File: src/hw/rtl/mnf_pkg.sv
// Package: shared constants, payload structs and codes for median normalization factors.
`default_nettype none
package mnf_pkg;

    localparam int MAX_GROUPS        = 8;
    localparam int SAMPLES_PER_GROUP = 1024;
    localparam int GW  = $clog2(MAX_GROUPS);          // group index bits
    localparam int NGW = $clog2(MAX_GROUPS + 1);      // group count bits
    localparam int IW  = $clog2(SAMPLES_PER_GROUP);   // sample index bits
    localparam int CW  = $clog2(SAMPLES_PER_GROUP + 1);
    localparam int AW  = GW + IW;                     // sample store address bits
    localparam int QDEPTH = 4;
    localparam int QAW    = $clog2(QDEPTH);
    localparam int DIVW   = 48;                       // dividend bits (Q16.16 shift)

    // request codes
    localparam logic [1:0] REQ_LOAD    = 2'd0;
    localparam logic [1:0] REQ_COMPUTE = 2'd1;
    localparam logic [1:0] REQ_SCALE   = 2'd2;

    // result kinds
    localparam logic KIND_FACTOR = 1'b0;
    localparam logic KIND_SCALE  = 1'b1;

    // status codes
    localparam logic [1:0] ST_OK    = 2'd0;
    localparam logic [1:0] ST_SAT   = 2'd1;
    localparam logic [1:0] ST_NOMED = 2'd2;
    localparam logic [1:0] ST_DROP  = 2'd3;

    // register indexes
    localparam logic [1:0] CFG_GROUPS = 2'd0;
    localparam logic [1:0] CFG_REF    = 2'd1;

    typedef enum logic [1:0] {
        OP_LOAD    = 2'd0,
        OP_COMPUTE = 2'd1,
        OP_SCALE   = 2'd2
    } t_op;

    typedef struct packed {
        logic [1:0]  req_type;
        logic [2:0]  group_index;
        logic [31:0] intensity;
    } t_in_item;

    typedef struct packed {
        logic        kind;
        logic [2:0]  out_group;
        logic [31:0] value;
        logic [1:0]  status;
        logic        last;
    } t_out_item;

    typedef struct packed {
        t_op         op;
        logic [GW-1:0] grp;
        logic [31:0] data;
    } t_qentry;

    typedef struct packed {
        logic [NGW-1:0] ng;
        logic [GW-1:0]  ref_grp;
    } t_cfg;

    typedef struct packed {
        logic            start;
        logic [DIVW-1:0] dividend;
        logic [31:0]     divisor;
    } t_div_req;

    typedef struct packed {
        logic            done;
        logic [DIVW-1:0] quotient;
    } t_div_rsp;

endpackage
`default_nettype wire

File: src/hw/rtl/mnf_queue.sv
// Module: short queue between the front and the back.
`default_nettype none
module mnf_queue (
    input  wire logic              i_clk,
    input  wire logic              i_rst_n,
    input  wire logic              i_push,
    input  wire mnf_pkg::t_qentry  i_entry,
    output logic                   o_full,
    input  wire logic              i_pop,
    output logic                   o_empty,
    output mnf_pkg::t_qentry       o_entry
);

    mnf_pkg::t_qentry r_mem [mnf_pkg::QDEPTH];
    logic [mnf_pkg::QAW-1:0] r_wp, r_rp;
    logic [mnf_pkg::QAW:0]   r_cnt;
    logic w_push, w_pop;

    assign o_full  = (r_cnt == (mnf_pkg::QAW+1)'(mnf_pkg::QDEPTH));
    assign o_empty = (r_cnt == '0);
    assign o_entry = r_mem[r_rp];
    assign w_push  = i_push && !o_full;
    assign w_pop   = i_pop && !o_empty;

    // store entries
    always_ff @(posedge i_clk) begin
        if (w_push) begin
            r_mem[r_wp] <= i_entry;
        end
    end

    // advance pointers and fill count
    always_ff @(posedge i_clk) begin
        if (!i_rst_n) begin
            r_wp  <= '0;
            r_rp  <= '0;
            r_cnt <= '0;
        end else begin
            if (w_push) r_wp <= r_wp + 1'b1;
            if (w_pop)  r_rp <= r_rp + 1'b1;
            if (w_push && !w_pop) r_cnt <= r_cnt + 1'b1;
            else if (w_pop && !w_push) r_cnt <= r_cnt - 1'b1;
        end
    end

endmodule
`default_nettype wire

File: config.mk
export PLATFORM = sky130hd
export DESIGN_NAME = mnf_queue
export DESIGN_NICKNAME = d
export VERILOG_FILES = /design/src/hw/rtl/mnf_pkg.sv /design/src/hw/rtl/mnf_queue.sv
export SDC_FILE = /design/constraint.sdc
export NUM_CORES = 1
export LEC_CHECK = 0
export BUFFER_PORTS_ARGS = -buffer_cell sky130_fd_sc_hd__buf_2
export CAP_MARGIN = 20
export CORE_MARGIN = 10
export CORE_UTILIZATION = 40
export DETAILED_ROUTE_END_ITERATION = 10
export PLACE_DENSITY = 0.7
export SETUP_SLACK_MARGIN = 0.02
export SLEW_MARGIN = 30
export SYNTH_ARGS = -nofsm -noshare
export SYNTH_HDL_FRONTEND = slang
export SYNTH_SLANG_ARGS = --single-unit
File: constraint.sdc
create_clock -name i_clk -period 2.2 [get_ports i_clk]
set_input_delay 0.22 -clock i_clk [delete_from_list [all_inputs] [get_ports i_clk]]
set_output_delay 0.22 -clock i_clk [all_outputs]
set_load 0.05 [all_outputs]
==> out/summary.txt <==
worst vdd ir: 631 uV
yosys warns: 0
Final nets: 394
first-pass GRT wire length: 17,000 um
Synthesized Nets: 288
Area Growth Syn to Fin: 24.7%
vias in the first global route: 3,076
Crit path required time: 1.98 ns
total power: 10.0 mW
CP Launch Type: register
post-synthesis average cell area: 24.3 sq um
DR iter-0 viols: 129
antenna violations before repair: 1
Die Footprint: 19,900 sq um
Yosys reg bits: 157
Peak Freq: 0.482 GHz
Setup WS pre-CTS: 0.0531 ns
TritonCTS clock tree: built
Syn Inst Count: 241
core box area: 14,400 sq um
clock-pin transition on the worst setup and hold timing paths: 0.06 ns
Total Neg Setup Slack: 0 ns
EDFF count, synth: 148
power per cell area: 1370 nW/um^2
Skew-Pair Late Insertion Delay: 0.42 ns
CTS Buffer Depth: 2
post-synth top area cell: edfxtp_1
Commonest cells post-synth: edfxtp_1 (148), mux4_2 (34), dfxtp_1 (9)
crit path time final: 2.07 ns
Arr. time, crit path: 1.85 ns
relative slew slack: 79.6%
Leakage: 2.50 nW
Die Y: 141 um
Site Rows: 44
R2R Path End: r_cnt[2]$_SDFFE_PN0P_
largest net degree at the start of global routing: 38
I/O pin count: 80
Die Width: 141 um
GR Util All Layers: 11.4%
DR pass1 iterations: 4
worst reg2reg setup slack: 0.13 ns
total grt overflow: 0
cell area after synthesis: 5860 sq um
Sink Count: 157
run status: completed
fin. max-slew vios: 0
FF-to-FF Start: r_cnt[1]$_SDFFE_PN0P_
Worst Hold Class: in -> reg
Synth cell types: 25
Critical Path Fanout Max: 14
proportion of layout cells with a drive suffix above 1: 47.8%
Tcrit/Tclk final: 94.3%
critical path type: reg -> out
count leader, synth: edfxtp_1
routed len/inst: 20.4 um
Post-Route WL: 11,100 um
Antenna Nets Post-Route: 0
worst reg2reg path depth: 7
async set-reset flop share out of synthesis: 0%
Synth area leaders: edfxtp_1 (76%), mux4_2 (13%), dfxtp_1 (3.1%)
Worst Tran Pin Value: 0.301 ns
Synth Flop Type: edfxtp_1
GP Congestion: 0.681
DRC Markers: 0
unrepaired setup endpoints after global routing: no
Worst Clk Skew: 0.00650 ns
via/cell ratio: 5.00
Max-Cap Viols: 0
final setup fails: 0
vias post-DR: 2,725
final setup margin: 0.125 ns
H-tree levels: 4
Initial Utilization: 40.6%
root buf cell: clkbuf_16
port buffer count: 79
Critical path destination: o_entry[26]
register area share after synthesis: 78.9%
cts bufs inserted: 17
Synth top area share: 75.8%
Setup crit end kind: output pin
final hold vios: 0
-- critical path, stage by stage, from the launching register on --
cell and delay [ns]:
dfxtp_4 0.40, buf_16 0.16, buf_4 0.14, mux4_2 0.50, buf_2 0.23
-- cell families after synthesis --
| kind of cell | Yosys count | synth area share, % |
|---|---|---|
| muxes | 40 | 14.9 |
| buffers and inverters | 13 | 1.90 |
| DFF | 157 | 78.9 |
| and+or+nand+nor | 17 | 1.73 |
| xor gates and xnor gates | 4 | 0.598 |
| AOI/OAI and AO/OA | 4 | 0.576 |
| adders and majority gates | 6 | 1.41 |
-- how the worst min path moves through the flow --
stage	startpoint	to	slack (ns)	depth (start not counted)
after CTS	i_entry[14]	r_mem[3][14]$_DFFE_PP_	0.0003	1
after floorplan	i_entry[0]	r_mem[0][0]$_DFFE_PP_	0.32	0
after detailed placement	i_entry[13]	r_mem[1][13]$_DFFE_PP_	0.44	1
after global placement	i_entry[22]	r_mem[0][22]$_DFFE_PP_	0.43	1
after global routing	i_entry[7]	r_mem[0][7]$_DFFE_PP_	0.002	1
final	i_entry[7]	r_mem[0][7]$_DFFE_PP_	0.02	1
-- timing repair --
item | in CTS | in global routing
pin swaps | 0 | 0
hold endpoints to repair | 4 | 0
endpoints found under the setup margin | 1 | 12
hold buffers | 1 | 0
cloned | 0 | 1
resized for setup | 0 | 7
buffers inserted | 0 | 9
-- where the power goes --
group	leakage (nW)	total, mW	switching (mW)	internal, mW
clock network	0.290	3.03	1.12	1.90
registers	1.43	3.78	0.145	3.64
logic	0.780	3.22	2.07	1.15
total	2.50	10.0	3.33	6.69
-- cell usage in the layout, fill, tap and decap left out, types with 4 or more instances in the layout --
master and n:
buf_2 79, nand2_1 4, clkinvlp_4 4, edfxtp_1 148, and2_2 4, clkbuf_16 18
and2_1 4, mux4_2 34, ha_1 4, dfxtp_1 5, buf_4 8, buf_12 7
bufinv_16 4
-- per-stage QoR --
step                      cell area (sq um)  utilization, %  hold WS (ns)  cells
after floorplan                        5870               -         0.319    241
after global placement                 6530            45.3         0.429    501
after detailed placement               6530            45.3         0.441    501
after CTS                              7160            49.7      0.000259    534
after global routing                   7310            50.7       0.00159    544
final                                  7310            50.7        0.0203    545
-- routing by layer --
| metal | GRT usage [%] | vias up | part of all wire (%) |
|---|---|---|---|
| li1 | - | 1227 | - |
| met1 | 13.1 | 1420 | 42 |
| met2 | 18.5 | 67 | 51 |
| met3 | 4.57 | 11 | 5.4 |
| met4 | 4.73 | 0 | 1.3 |
| met5 | 0 | - | 0 |
-- sequential cells by signal, indices dropped and copies added (netlist names), named ones only --
name	count
r_cnt	3
r_mem	148
r_rp	2
r_wp	2
-- cell type report --
type,count,area [sq um]
Multi-Input combinational cell,71,1150
Timing Repair Buffer,97,658
Antenna cell,1,2.50
Tap cell,184,230
Clock buffer,19,433
Sequential cell,157,4630
Fill cell,1179,7110
Clock inverter,13,190
Inverter,3,11.3
(Power assumes the default switching activity.)
