`src/hw/rtl/mnf_pkg.sv`:
```
// Package: shared constants, payload structs and codes for median normalization factors.
`default_nettype none
package mnf_pkg;

    localparam int MAX_GROUPS        = 8;
    localparam int SAMPLES_PER_GROUP = 1024;
    localparam int GW  = $clog2(MAX_GROUPS);          // group index bits
    localparam int NGW = $clog2(MAX_GROUPS + 1);      // group count bits
    localparam int IW  = $clog2(SAMPLES_PER_GROUP);   // sample index bits
    localparam int CW  = $clog2(SAMPLES_PER_GROUP + 1);
    localparam int AW  = GW + IW;                     // sample store address bits
    localparam int QDEPTH = 4;
    localparam int QAW    = $clog2(QDEPTH);
    localparam int DIVW   = 48;                       // dividend bits (Q16.16 shift)

    // request codes
    localparam logic [1:0] REQ_LOAD    = 2'd0;
    localparam logic [1:0] REQ_COMPUTE = 2'd1;
    localparam logic [1:0] REQ_SCALE   = 2'd2;

    // result kinds
    localparam logic KIND_FACTOR = 1'b0;
    localparam logic KIND_SCALE  = 1'b1;

    // status codes
    localparam logic [1:0] ST_OK    = 2'd0;
    localparam logic [1:0] ST_SAT   = 2'd1;
    localparam logic [1:0] ST_NOMED = 2'd2;
    localparam logic [1:0] ST_DROP  = 2'd3;

    // register indexes
    localparam logic [1:0] CFG_GROUPS = 2'd0;
    localparam logic [1:0] CFG_REF    = 2'd1;

    typedef enum logic [1:0] {
        OP_LOAD    = 2'd0,
        OP_COMPUTE = 2'd1,
        OP_SCALE   = 2'd2
    } t_op;

    typedef struct packed {
        logic [1:0]  req_type;
        logic [2:0]  group_index;
        logic [31:0] intensity;
    } t_in_item;

    typedef struct packed {
        logic        kind;
        logic [2:0]  out_group;
        logic [31:0] value;
        logic [1:0]  status;
        logic        last;
    } t_out_item;

    typedef struct packed {
        t_op         op;
        logic [GW-1:0] grp;
        logic [31:0] data;
    } t_qentry;

    typedef struct packed {
        logic [NGW-1:0] ng;
        logic [GW-1:0]  ref_grp;
    } t_cfg;

    typedef struct packed {
        logic            start;
        logic [DIVW-1:0] dividend;
        logic [31:0]     divisor;
    } t_div_req;

    typedef struct packed {
        logic            done;
        logic [DIVW-1:0] quotient;
    } t_div_rsp;

endpackage
`default_nettype wire

```
`src/hw/rtl/mnf_front.sv`:
```
// Module: front end: configuration registers, input transfer and request classification.
`default_nettype none
module mnf_front (
    input  wire logic              i_clk,
    input  wire logic              i_rst_n,
    input  wire logic              i_cfg_we,
    input  wire logic [1:0]        i_cfg_idx,
    input  wire logic [3:0]        i_cfg_data,
    input  wire logic              i_valid,
    output logic                   o_ready,
    input  wire mnf_pkg::t_in_item i_item,
    input  wire logic              i_q_full,
    output logic                   o_push,
    output mnf_pkg::t_qentry       o_entry,
    output mnf_pkg::t_cfg          o_cfg
);

    logic [3:0] r_groups;
    logic [2:0] r_ref;
    logic [mnf_pkg::NGW-1:0] w_ng;
    logic w_take;

    // write configuration registers
    always_ff @(posedge i_clk) begin
        if (!i_rst_n) begin
            r_groups <= 4'd8;
            r_ref    <= 3'd0;
        end else if (i_cfg_we) begin
            case (i_cfg_idx)
                mnf_pkg::CFG_GROUPS: r_groups <= i_cfg_data;
                mnf_pkg::CFG_REF:    r_ref    <= i_cfg_data[2:0];
                default: ;
            endcase
        end
    end

    // clamp the group count into one to MAX_GROUPS
    always_comb begin
        if (r_groups == 4'd0) w_ng = mnf_pkg::NGW'(1);
        else if (r_groups > 4'(mnf_pkg::MAX_GROUPS)) w_ng = mnf_pkg::NGW'(mnf_pkg::MAX_GROUPS);
        else w_ng = r_groups[mnf_pkg::NGW-1:0];
    end

    assign o_cfg.ng      = w_ng;
    assign o_cfg.ref_grp = r_ref;
    assign o_ready       = !i_q_full;
    assign w_take        = i_valid && o_ready;

    // classify: drop loads outside use and unknown requests
    always_comb begin
        o_entry.grp  = i_item.group_index;
        o_entry.data = i_item.intensity;
        o_entry.op   = mnf_pkg::OP_LOAD;
        o_push       = 1'b0;
        case (i_item.req_type)
            mnf_pkg::REQ_LOAD: begin
                o_entry.op = mnf_pkg::OP_LOAD;
                o_push     = w_take && ({1'b0, i_item.group_index} < w_ng);
            end
            mnf_pkg::REQ_COMPUTE: begin
                o_entry.op = mnf_pkg::OP_COMPUTE;
                o_push     = w_take;
            end
            mnf_pkg::REQ_SCALE: begin
                o_entry.op = mnf_pkg::OP_SCALE;
                o_push     = w_take;
            end
            default: o_push = 1'b0;
        endcase
    end

endmodule
`default_nettype wire

```
`config.mk`:
```
export PLATFORM = sky130hd
export DESIGN_NAME = mnf_front
export DESIGN_NICKNAME = d
export VERILOG_FILES = /design/src/hw/rtl/mnf_pkg.sv /design/src/hw/rtl/mnf_front.sv
export SDC_FILE = /design/constraint.sdc
export NUM_CORES = 1
export LEC_CHECK = 0
export BUFFER_PORTS_ARGS = -buffer_cell sky130_fd_sc_hd__buf_2
export CAP_MARGIN = 20
export CORE_MARGIN = 5
export CORE_UTILIZATION = 31
export DETAILED_ROUTE_END_ITERATION = 10
export HOLD_SLACK_MARGIN = 0.08
export PLACE_DENSITY_LB_ADDON = 0.12
export SLEW_MARGIN = 20
export SYNTH_ARGS = -nofsm -noshare
export SYNTH_HDL_FRONTEND = slang
export SYNTH_SLANG_ARGS = --single-unit
```
`constraint.sdc`:
```
create_clock -name i_clk -period 3 [get_ports i_clk]
set_clock_uncertainty 0.1 [all_clocks]
set_input_delay 0.3 -clock i_clk [delete_from_list [all_inputs] [get_ports i_clk]]
set_output_delay 0.3 -clock i_clk [all_outputs]
set_load 0.01 [all_outputs]
```
==> results by group <==
Synth
  • Mean Syn Cell Area: 8.45 sq um
  • Count leader, synth: buf_4
  • Register area share after synthesis: 0.198
  • Synth warn: 0
  • Yosys reg bits: 7
  • Syn_nets: 138
  • Async SR Flop Fraction: 0
  • Prevailing post-synth register cell: dfxtp_1
  • Mapped Area: 709 sq um
  • EDFF count, synth: 0
  • Area share of the largest cell type after synthesis: 0.370
  • Post-synth top cells: buf_4, dfxtp_1, mux2i_1
  • Synth Instances: 84
  • Ranking of synthesized cells by area: buf_4, dfxtp_1, ha_1
  • Synth cell types: 16
  • Synth area leader: buf_4

Floorplanning
  • Core area: 2190 sq um
  • Row count: 17
  • Die Y: 57.8 um
  • I/O pins: 94
  • Chip width: 57.8 um
  • Initial Utilization: 0.324
  • Die ar.: 3350 sq um

Worst setup path
  • Crit path DAT: 1.61 ns
  • CP required: 2.60 ns
  • CP Max Fanout: 7
  • Crit. End Element: primary output
  • Critical path class: reg2out
  • Setup crit start kind: flop

Global routing
  • Initial antenna violation count: 0
  • GRT Total Usage: 0.0758
  • Gr ovfl total: 0
  • Vias in the first global route: 452
  • First-pass GRT wire length: 1.96 mm
  • Largest net degree at the start of global routing: 8

Finish
  • Synth-to-layout area growth: -8.47%
  • Antenna Cells: 0
  • Share of layout cells above drive strength 1: 0.407
  • Filler cell count: 247
  • Final Non-Filler Cells: 109
  • Nets: 136
  • Multi-input combinational cell area: 284 sq um
  • Register Area: 140 sq um
  • Final core utilization: 0.296

Power
  • PD cells: 351 nW/um^2
  • Worst VDD drop: 169 uV
  • Power, Total: 0.228 mW
  • Leakage: 0.354 nW

CTS
  • Clk pin slew, worst setup/hold paths: 0.05 ns
  • Hold buffer count at cts: 0
  • Gates resized, CTS repair: 0
  • TritonCTS clock tree: done
  • Root Buffer: clkbuf_4
  • Cts bufs inserted: 3
  • CTS Buffer Depth: 2
  • Clock sinks: 7
  • H-tree depth: 1
  • Post-CTS Setup Repair Bufs: 0
  • Clock latency reported for the late side of the worst-skew pair: 0.25 ns

STA
  • Final worst-path cycle share: 0.672
  • Final Hold Viols: 0
  • Max frequency: 496 MHz
  • Pins Over Slew Limit: 0
  • Slew margin rel.: 0.788
  • Hold_ws: 0.164 ns
  • Slew @ Worst Pin: 0.318 ns
  • Unrepaired setup endpoints after global routing: false
  • Final setup TNS: 0 ns
  • Tmin final: 2.01 ns
  • Final setup viols: 0

Routing
  • Initial DRT Pass Iterations: 2
  • ANT nets after route: 0
  • Via density: 4.30
  • DR WL/cell: 12.2 um
  • Final wirelength: 1.33 mm
  • Number of DRC markers in iteration 0: 8
  • Drt drc: 0
  • Vias: 469

Place
  • Inst Count DP: 105
  • Placer Congestion: 0.621
  • DP HPWL: 1.15 mm
  • PortBufs: 29

Outcome
  • Status: finished clean

Job
  • Max Cap Violations: 0

Hold path
  • HP Class: in2reg
[layout make-up]
type	instances	area share
Multi-Input combinational cell	36	0.437
Timing Repair Buffer	29	0.224
Sequential cell	7	0.216
Tap cell	28	0.0539
Clock buffer	4	0.0405
Inverter	5	0.0289
[cell usage in the layout, fill, tap and decap left out]
master | netlist | layout
nand3b_1 | 1 | 1
nor3b_4 | 1 | 1
ha_1 | 6 | 6
nor4b_1 | 1 | 1
inv_1 | 5 | 5
mux2i_1 | 7 | 7
nor2b_1 | 6 | 6
clkbuf_1 | 1 | 1
nand2b_1 | 3 | 3
dfxtp_1 | 7 | 7
clkbuf_4 | 0 | 3
nor2_1 | 6 | 6
buf_2 | 0 | 29
a211oi_1 | 1 | 1
o21ai_0 | 1 | 1
a21oi_1 | 1 | 1
nand2_1 | 2 | 2
[worst max-delay path, cell delays in order, from the launching register on]
cell and delay (ns):
dfxtp_1 0.36, nand2b_1 0.18, ha_1 0.27, nor2_1 0.04
nor4b_1 0.25, a211oi_1 0.11, buf_2 0.15
[worst paths after layout]
check,end,cells after the start,startpoint,slack [ns]
setup / recovery,o_push,6,r_groups[3],0.99
hold / removal,r_groups[3],2,i_rst_n,0.16
setup reg to reg,r_groups[3],2,r_groups[3],2.24
hold reg to reg,r_ref[2],2,r_ref[2],0.42
[cell families (layout without fill, tap and decap cells)]
logic type / Yosys count / after routing / synth area share
and+or+nand+nor: 20 / 20 / 0.171
AOI/OAI and AO/OA: 3 / 3 / 0.0247
adders and majority gates: 6 / 6 / 0.106
DFF: 7 / 7 / 0.198
buffers and inverters: 41 / 38 / 0.402
muxes: 7 / 7 / 0.0988
[where the power goes]
part	leakage [nW]	total [mW]	internal, mW	switching, mW
registers	0.0569	0.0989	0.0964	0.00247
clock network	0.0150	0.0841	0.0507	0.0334
logic	0.282	0.0449	0.0231	0.0218
[layer usage]
layer  share of wire  vias up  wire [um]  global-route usage
met2            0.39       36        512               0.105
li1                -      222          -                   -
met5               0        -          0                   0
met3            0.19       17        247              0.0490
met4           0.054        0         71              0.0662
met1            0.37      194        494              0.0779
[through the flow]
step	area (sq um)	setup slack [ns]
2_1_floorplan	709	1.39
3_3_place_gp	623	1.29
3_5_place_dp	623	1.25
4_1_cts	649	0.965
5_1_grt	649	0.884
6_report	649	0.985
[state kept, by name, summed over array words and instances, names as in the netlist]
signal,flops
r_groups,4
r_ref,3
No activity file was read; power rests on OpenSTA's default activity.
