[config.mk]
export PLATFORM = sky130hd
export DESIGN_NAME = mnf_div
export DESIGN_NICKNAME = d
export VERILOG_FILES = /design/src/hw/rtl/mnf_pkg.sv /design/src/hw/rtl/mnf_div.sv
export SDC_FILE = /design/constraint.sdc
export NUM_CORES = 1
export LEC_CHECK = 0
export BUFFER_PORTS_ARGS = -buffer_cell sky130_fd_sc_hd__buf_2
export CELL_PAD_IN_SITES_DETAIL_PLACEMENT = 0
export CELL_PAD_IN_SITES_GLOBAL_PLACEMENT = 2
export CORE_AREA = 4 4 136 138
export DETAILED_ROUTE_END_ITERATION = 7
export DIE_AREA = 0 0 140 142
export PLACE_DENSITY = 0.88
export SYNTH_ARGS = -nofsm -noshare
export SYNTH_HDL_FRONTEND = slang
export SYNTH_SLANG_ARGS = --single-unit
export TNS_END_PERCENT = 10
[constraint.sdc]
create_clock -name i_clk -period 10.4 [get_ports i_clk]
set_clock_uncertainty 0.1 [all_clocks]
set_input_delay 2.08 -clock i_clk [delete_from_list [all_inputs] [get_ports i_clk]]
set_output_delay 2.08 -clock i_clk [all_outputs]
set_load 0.01 [all_outputs]
[src/hw/rtl/mnf_pkg.sv]
// Package: shared constants, payload structs and codes for median normalization factors.
`default_nettype none
package mnf_pkg;

    localparam int MAX_GROUPS        = 8;
    localparam int SAMPLES_PER_GROUP = 1024;
    localparam int GW  = $clog2(MAX_GROUPS);          // group index bits
    localparam int NGW = $clog2(MAX_GROUPS + 1);      // group count bits
    localparam int IW  = $clog2(SAMPLES_PER_GROUP);   // sample index bits
    localparam int CW  = $clog2(SAMPLES_PER_GROUP + 1);
    localparam int AW  = GW + IW;                     // sample store address bits
    localparam int QDEPTH = 4;
    localparam int QAW    = $clog2(QDEPTH);
    localparam int DIVW   = 48;                       // dividend bits (Q16.16 shift)

    // request codes
    localparam logic [1:0] REQ_LOAD    = 2'd0;
    localparam logic [1:0] REQ_COMPUTE = 2'd1;
    localparam logic [1:0] REQ_SCALE   = 2'd2;

    // result kinds
    localparam logic KIND_FACTOR = 1'b0;
    localparam logic KIND_SCALE  = 1'b1;

    // status codes
    localparam logic [1:0] ST_OK    = 2'd0;
    localparam logic [1:0] ST_SAT   = 2'd1;
    localparam logic [1:0] ST_NOMED = 2'd2;
    localparam logic [1:0] ST_DROP  = 2'd3;

    // register indexes
    localparam logic [1:0] CFG_GROUPS = 2'd0;
    localparam logic [1:0] CFG_REF    = 2'd1;

    typedef enum logic [1:0] {
        OP_LOAD    = 2'd0,
        OP_COMPUTE = 2'd1,
        OP_SCALE   = 2'd2
    } t_op;

    typedef struct packed {
        logic [1:0]  req_type;
        logic [2:0]  group_index;
        logic [31:0] intensity;
    } t_in_item;

    typedef struct packed {
        logic        kind;
        logic [2:0]  out_group;
        logic [31:0] value;
        logic [1:0]  status;
        logic        last;
    } t_out_item;

    typedef struct packed {
        t_op         op;
        logic [GW-1:0] grp;
        logic [31:0] data;
    } t_qentry;

    typedef struct packed {
        logic [NGW-1:0] ng;
        logic [GW-1:0]  ref_grp;
    } t_cfg;

    typedef struct packed {
        logic            start;
        logic [DIVW-1:0] dividend;
        logic [31:0]     divisor;
    } t_div_req;

    typedef struct packed {
        logic            done;
        logic [DIVW-1:0] quotient;
    } t_div_rsp;

endpackage
`default_nettype wire

[src/hw/rtl/mnf_div.sv]
// Module: restoring divider, one quotient bit per cycle.
`default_nettype none
module mnf_div (
    input  wire logic              i_clk,
    input  wire logic              i_rst_n,
    input  wire mnf_pkg::t_div_req i_req,
    output mnf_pkg::t_div_rsp      o_rsp
);

    localparam int SW = $clog2(mnf_pkg::DIVW + 1);

    logic [31:0]              r_rem;
    logic [31:0]              r_dvs;
    logic [mnf_pkg::DIVW-1:0] r_quo;
    logic [SW-1:0]            r_steps;
    logic                     r_busy, r_done;
    logic [32:0]              w_trial;
    logic                     w_fit;

    assign w_trial = {r_rem, r_quo[mnf_pkg::DIVW-1]};
    assign w_fit   = (w_trial >= {1'b0, r_dvs});

    // shift in one dividend bit and try the subtract
    always_ff @(posedge i_clk) begin
        if (!i_rst_n) begin
            r_busy  <= 1'b0;
            r_done  <= 1'b0;
            r_steps <= '0;
        end else begin
            r_done <= 1'b0;
            if (i_req.start) begin
                r_busy  <= 1'b1;
                r_steps <= SW'(mnf_pkg::DIVW);
                r_rem   <= '0;
                r_quo   <= i_req.dividend;
                r_dvs   <= i_req.divisor;
            end else if (r_busy) begin
                r_rem   <= w_fit ? 32'(w_trial - {1'b0, r_dvs}) : w_trial[31:0];
                r_quo   <= {r_quo[mnf_pkg::DIVW-2:0], w_fit};
                r_steps <= r_steps - 1'b1;
                if (r_steps == SW'(1)) begin
                    r_busy <= 1'b0;
                    r_done <= 1'b1;
                end
            end
        end
    end

    assign o_rsp.done     = r_done;
    assign o_rsp.quotient = r_quo;

endmodule
`default_nettype wire

==> metrics.md, run 1 <==
| Metric | Value |
|---|---|
| Vias per inst | 5.12 |
| Worst path slowest cell | o21a_4 |
| Count leader, synth | edfxtp_1 |
| GP Congestion | 0.798 |
| Clock Path Buffers | 2 |
| Switching Share | 29.4% |
| Maximum vdd drop | 0.000118 V |
| Top cell type's share of synthesized area | 50.3% |
| Initial Utilization | 38.9% |
| Pwr Density | 185 nW/µm² |
| CP top delay family | compound AO/OA/AOI/OAI gates |
| Tightest Hold Check Type | register to register |
| Design Area, Final | 8110 µm² |
| Outcome | completed |
| Largest net degree at the start of global routing | 82 |
| CTS tree | done |
| Fin Setup TNS | 0 ns |
| Flop pwr share | 39.9% |
| Vert. Die Dim | 142 µm |
| Mapped Area | 6690 µm² |
| Final setup margin | 6.64 ns |
| CP endpoint kind | register |
| Dominant synthesized flop cell | edfxtp_1 |
| Clock network power share | 38.3% |
| CTS Root Cell | clkbuf_16 |
| CTS hold repair buffers | 0 |
| Post-Layout Cell Count | 931 |
| Switching power | 0.000442 W |
| Post-Syn Nets | 682 |
| Deepest level of the CTS H-tree | 4 |
| I/O pin count | 132 |
| Die width | 140 µm |
| DRC viols | 0 |
| Register area share after synthesis | 52.7% |
| R2R Setup Slk | 6.80 ns |
| Layout cells sized above 1 | 31.6% |
| Post-synth top area cell | edfxtp_1 |
| Clock Sink Count | 120 |
| Post-DRT Antenna Nets | 0 |
| WS Path Type | primary input to register |
| Lkg Pwr | 3.37 nW |
| Commonest cells post-synth | edfxtp_1, nor2_1, mux2_2 |
| RSZ-0062 raised after global routing | no |
| Yosys reg bits | 120 |
| DP Wirelength | 11100 µm |
| Crit share post-route | 36.1% |
| CP max stage delay | 0.96 ns |
| Fmax | 266 MHz |
| Critical path buffers and inverters | 1 |
| YS warnings | 0 |
| CTS clk-pin slew, worst paths | 0.06 ns |
| Core area | 17200 µm² |
| Later-pin clock latency in the skew report | 0.42 ns |
| CTS buffer count | 17 |
| Initial antenna violation count | 0 |
| Port bufs | 131 |
| Drt pass-1 iters | 4 |
| Area growth, synth to finish | 21.3% |
| Crit path arrival time | 3.68 ns |
| Via Count | 4768 |
| Worst EP required | 10.32 ns |
| # diodes | 0 |
| Final Hold Fails | 0 |
| Number of flops mapped to enable cells by yosys | 112 |
| GRT overflow | 0 |
| Number of core rows | 48 |
| Pint | 0.00106 W |
| Nets@finish | 811 |
| Critical path peak fanout | 81 |
| Wire per inst | 16.6 µm |
| Final slew viol count | 0 |
| Die footprint | 19900 µm² |
| Layout fillers | 1607 |
| Resize count post-CTS | 0 |
| Async SR Flop Fraction | 0% |
| DRT iter0 DRCs | 209 |
| Pre-CTS WS | 6.11 ns |
| All-Layer GR Usage | 16.0% |
| Minimum clock period | 3.76 ns |
| Number of global-route vias before repair | 5104 |
| Synthesized area per cell | 11.9 µm² |
| Synth Instances | 564 |
| Post-synth cell types | 59 |
| Placed cell area | 7540 µm² |
| Actual slew at the worst max-slew pin | 1.15 ns |
| Max cap viols | 0 |
| Combinational share of power | 21.8% |
| Largest cells by area after synthesis | edfxtp_1, mux2_2, ha_1 |
| Final setup viols | 0 |
| Critical path, cell by cell | buf_2 > o21a_4 |
| Crit start category | primary input |
| Placed insts | 899 |
| Post-CTS Setup Inserts | 0 |
| Max_slew headroom | 23.2% |
| First-pass GRT wire length | 25400 µm |
| DRT Wirelength | 15400 µm |
-- kinds of logic after synthesis --
| logic type | count (synthesis) | synth area share [%] |
|---|---|---|
| compound gates | 113 | 11.8 |
| xor+xnor | 32 | 4.19 |
| fa+ha+maj | 35 | 6.66 |
| buf+inv | 68 | 4.15 |
| flops | 120 | 52.7 |
| mux | 73 | 11.8 |
| simple gates | 123 | 8.74 |
-- worst reg2reg max path, cell delays in order, from the launching register on --
cell	delay [ns]
edfxtp_1	0.43
inv_1	0.13
ha_1	0.20
fa_1	0.21
nor2b_1	0.08
o2111ai_1	0.28
a31oi_1	0.17
o21ai_0	0.45
o21ai_0	0.22
a2111oi_0	0.61
a211oi_1	0.14
xnor2_1	0.25
o31ai_2	0.08
-- cell usage in the layout (no fill, tap or decap), types with 3 or more instances in the layout --
cell type / count
a21o_1: 17
nand2b_1: 5
clkbuf_16: 17
nand4_1: 9
o21a_1: 9
nand3_1: 6
inv_1: 44
clkinv_4: 5
xnor2_1: 23
nor2b_1: 5
nor3_1: 4
o21bai_1: 5
inv_6: 3
ha_1: 34
a31oi_1: 6
dfxtp_1: 8
o211ai_1: 3
o31a_1: 3
edfxtp_1: 112
a21oi_1: 28
a211oi_1: 6
mux2_2: 47
mux2i_1: 26
nor2_1: 51
buf_2: 131
o21ai_0: 14
nand2_1: 27
xor2_1: 9
nand3b_1: 4
clkinvlp_4: 3
-- per-stage QoR --
step	total power, W	hold slack, ns	utilization [%]
4_1_cts	0.00152	0.419	47.2
5_1_grt	0.00158	0.432	47.2
3_3_place_gp	0.000932	0.381	43.9
6_report	0.00150	0.417	47.2
2_1_floorplan	0.000854	0.369	-
3_5_place_dp	0.000937	0.406	43.9
-- layout make-up --
class                   instances  area [µm²]  area share, %
clock buffers                  18         429           5.29
clock inverters                14         145           1.79
inverters                      45         169           2.08
multi-input cells             376        2900           35.7
flip-flops and latches        120        3520           43.4
well taps                     225         282           3.47
repair buffers                133         671           8.27
-- routing by layer --
layer  up-vias  wire length [µm]  track usage (%)
met4         0               224             5.35
met1      2270              7050             20.2
met3        16              1120             5.65
met5         -                 0                0
li1       2339                 -                -
met2       143              7050             25.9
-- state kept, by name, indices dropped and copies added (netlist names) --
register / flops
r_busy: 1
r_done: 1
r_dvs: 32
r_quo: 48
r_rem: 32
r_steps: 6
-- power by group through the flow --
stage          Combinational, W  Sequential [W]  Clock (W)
4_1_cts                0.000330        0.000600   0.000588
3_5_place_dp           0.000328        0.000609          0
3_3_place_gp           0.000324        0.000608          0
6_report               0.000328        0.000600   0.000576
5_1_grt                0.000368        0.000604   0.000610
2_1_floorplan          0.000244        0.000610          0
-- worst paths after layout --
path / to / startpoint / cells past startpoint
setup reg to reg: r_rem[30] / r_quo[47] / 12
hold / removal: r_steps[1] / r_steps[1] / 2
setup / recovery: r_rem[12] / i_req[80] / 2
hold reg to reg: r_steps[1] / r_steps[1] / 2
Power figures use the tool's default switching activity.
==> run 2: changes to the inputs <==
--- a/config.mk
+++ b/config.mk
@@ -8,10 +8,10 @@
 export BUFFER_PORTS_ARGS = -buffer_cell sky130_fd_sc_hd__buf_2
 export CELL_PAD_IN_SITES_DETAIL_PLACEMENT = 0
 export CELL_PAD_IN_SITES_GLOBAL_PLACEMENT = 2
-export CORE_AREA = 4 4 136 138
+export CORE_AREA = 4 4 140 142
 export DETAILED_ROUTE_END_ITERATION = 7
-export DIE_AREA = 0 0 140 142
-export PLACE_DENSITY = 0.88
+export DIE_AREA = 0 0 144 146
+export PLACE_DENSITY = 0.84
 export SYNTH_ARGS = -nofsm -noshare
 export SYNTH_HDL_FRONTEND = slang
 export SYNTH_SLANG_ARGS = --single-unit
==> constraint.sdc (replaced) <==
create_clock -name i_clk -period 3.7 [get_ports i_clk]
set_clock_uncertainty 0.1 [all_clocks]
set_input_delay 0.74 -clock i_clk [delete_from_list [all_inputs] [get_ports i_clk]]
set_output_delay 0.74 -clock i_clk [all_outputs]
set_load 0.01 [all_outputs]
==> run 2 against run 1 <==
Compared with the run above:
- count of clock-buffer cells in the layout is the same
- critical path depth grew 9
- cell area grew 1.4%
- total power grew to 2.9 times the previous value
- setup slack lost 6.2 ns
- sequential share of layout area shrank 0.58 points
- non-clock buffer count grew 6
- sequential cell count is the same
- highest routed layer unchanged
==> metrics.md, run 2 (synthesis results as in run 1) <==
| Metric | Value |
|---|---|
| Clock Path Buffers | 2 (unchanged) |
| Drt pass-1 iters | 4 (unchanged) |
| Commonest non-fill, non-tap cell in the layout | buf_2 |
| Actual slew at the worst max-slew pin | 0.582 ns (-0.570 ns) |
| Area growth, synth to finish | 23.0% |
| Largest registers | r_quo (48), r_dvs (32), r_rem (32) |
| Outcome | completed |
| Max_slew headroom | 61.2% (+38 points) |
| CP max stage delay | 0.40 ns (-0.56 ns) |
| Crit start category | register |
| CTS clk-pin slew, worst paths | 0.07 ns (about the same) |
| CTS Root Cell | clkbuf_16 |
| Die width | 144 µm (+2.9%) |
| Deepest level of the CTS H-tree | 4 (unchanged) |
| Vias per inst | 5.05 (-1.4%) |
| CP endpoint kind | register |
| WS Path Type | register to register |
| CTS hold repair buffers | 0 (unchanged) |
| Critical path peak fanout | 16 (-80%) |
| I/O pin count | 132 (unchanged) |
| Number of global-route vias before repair | 5268 (+3.2%) |
| DRC viols | 0 (unchanged) |
| Clock Sink Count | 120 (unchanged) |
| DRT iter0 DRCs | 201 (-3.8%) |
| Fmax | 310 MHz |
| Critical path, cell by cell | ha_1 > a21o_1 > a21o_1 > o21ai_1 > nand3_1 > o21ai_2 > o31a_1 > o221a_4 > buf_4 > mux2i_1 > nor2_1 |
| First-pass GRT wire length | 26500 µm (+4.6%) |
| Minimum clock period | 3.22 ns |
| Most frequent cells in the layout | buf_2, edfxtp_1, nor2_1 |
| Die footprint | 21000 µm² (+5.8%) |
| Initial antenna violation count | 0 (unchanged) |
| RSZ-0062 raised after global routing | no |
| Later-pin clock latency in the skew report | 0.42 ns (about the same) |
| Maximum vdd drop | 0.000384 V (+220%) |
| Pwr Density | 528 nW/µm² (+190%) |
| DRT Wirelength | 15800 µm (+2.0%) |
| Multi-input gate area | 2900 µm² (unchanged) |
| Design Area, Final | 8220 µm² (+1.4%) |
| Final Hold Fails | 0 (unchanged) |
| Final slew viol count | 0 (unchanged) |
| Worst path slowest cell | ha_1 |
| Resize count post-CTS | 0 (unchanged) |
| Fin Setup TNS | 0 ns (unchanged) |
| Critical path buffers and inverters | 1 (unchanged) |
| Wire per inst | 16.7 µm (+0.43%) |
| Cell mode on critical path | a21o_1 |
| Seq. cell area | 3520 µm² (unchanged) |
| CTS buffer count | 17 (unchanged) |
| GP Congestion | 0.839 (+5.1%) |
| Max reg flops | 48 (unchanged) |
| Port bufs | 131 (unchanged) |
| Final setup viols | 0 (unchanged) |
| Largest net degree at the start of global routing | 47 (-43%) |
| Initial Utilization | 36.2% (-2.7 points) |
| Via Count | 4778 (+0.21%) |
| Number of core rows | 50 (+4.2%) |
| # diodes | 0 (unchanged) |
| Tightest Hold Check Type | primary input to register |
| Crit path arrival time | 3.28 ns (-0.40 ns) |
| Lkg Pwr | 3.42 nW (+1.7%) |
| Placed cell area | 7620 µm² (+1.1%) |
| DP Wirelength | 11700 µm (+5.0%) |
| Layout fillers | 1702 (+5.9%) |
| CP top delay family | compound AO/OA/AOI/OAI gates |
| Layout cells sized above 1 | 32.0% (+0.44 points) |
| CTS tree | done |
| Nets@finish | 817 (+0.74%) |
| Core area | 18500 µm² (+7.4%) |
| All-Layer GR Usage | 15.8% (-0.22 points) |
| Post-DRT Antenna Nets | 0 (unchanged) |
| GRT overflow | 0 (unchanged) |
| Largest Register | r_quo |
| Max cap viols | 0 (unchanged) |
| Worst EP required | 3.76 ns (-6.56 ns) |
| Crit share post-route | 87.1% |
| Vert. Die Dim | 146 µm (+2.8%) |
| Post-CTS Setup Inserts | 0 (unchanged) |
## run 2: cell types whose count changed in the layout (fill, tap and decap cells not counted), sizes merged
cell,change
clkinv,+1
inv,-2
bufinv,+2
buf,+6
clkinvlp,-1
## run 2: through the flow
stage | utilization (%) | setup WS (ns) | total power [W] | hold WS (ns) | cells
global placement | 41.3 | 0.457 | 0.00264 | 0.382 | 914
global route | 44.6 | 0.163 | 0.00457 | 0.376 | 946
CTS | 44.6 | 0.451 | 0.00439 | 0.372 | 946
finish | 44.6 | 0.476 | 0.00434 | 0.397 | 946
floorplan | - | 0.0107 | 0.00240 | 0.369 | 564
detailed placement | 41.3 | 0.468 | 0.00265 | 0.414 | 914
## run 2: cell type report
class | instances | area share (%)
Clock buffer | 18 | 5.22
Clock inverter | 14 | 2.11
Tap cell | 234 | 3.56
Multi-Input combinational cell | 376 | 35.2
Timing Repair Buffer | 139 | 9.01
Inverter | 45 | 2.05
Sequential cell | 120 | 42.8
## run 2: routing by layer
layer,up-vias,wire length [µm],GRT usage (%)
met5,-,0,0
met4,0,199,4.66
met3,11,1270,6.31
met2,145,7330,25.6
met1,2267,6960,19.4
li1,2355,-,-
## run 2: final timing paths
| path | start | endpoint | slack (ns) | cells after the start |
|---|---|---|---|---|
| setup / recovery | r_rem[2] | r_rem[26] | 0.48 | 11 |
| hold / removal | i_req[24] | r_dvs[24] | 0.40 | 1 |
| setup reg to reg | r_rem[2] | r_rem[26] | 0.48 | 11 |
| hold reg to reg | r_steps[1] | r_steps[1] | 0.42 | 2 |
## run 2: power by group
group / leakage, nW / switching [W] / internal, W / total, W
Clock: 0.290 / 0.000658 / 0.00107 / 0.00172
Combinational: 2.00 / 0.000515 / 0.000423 / 0.000938
Sequential: 1.14 / 0.0000548 / 0.00163 / 0.00168
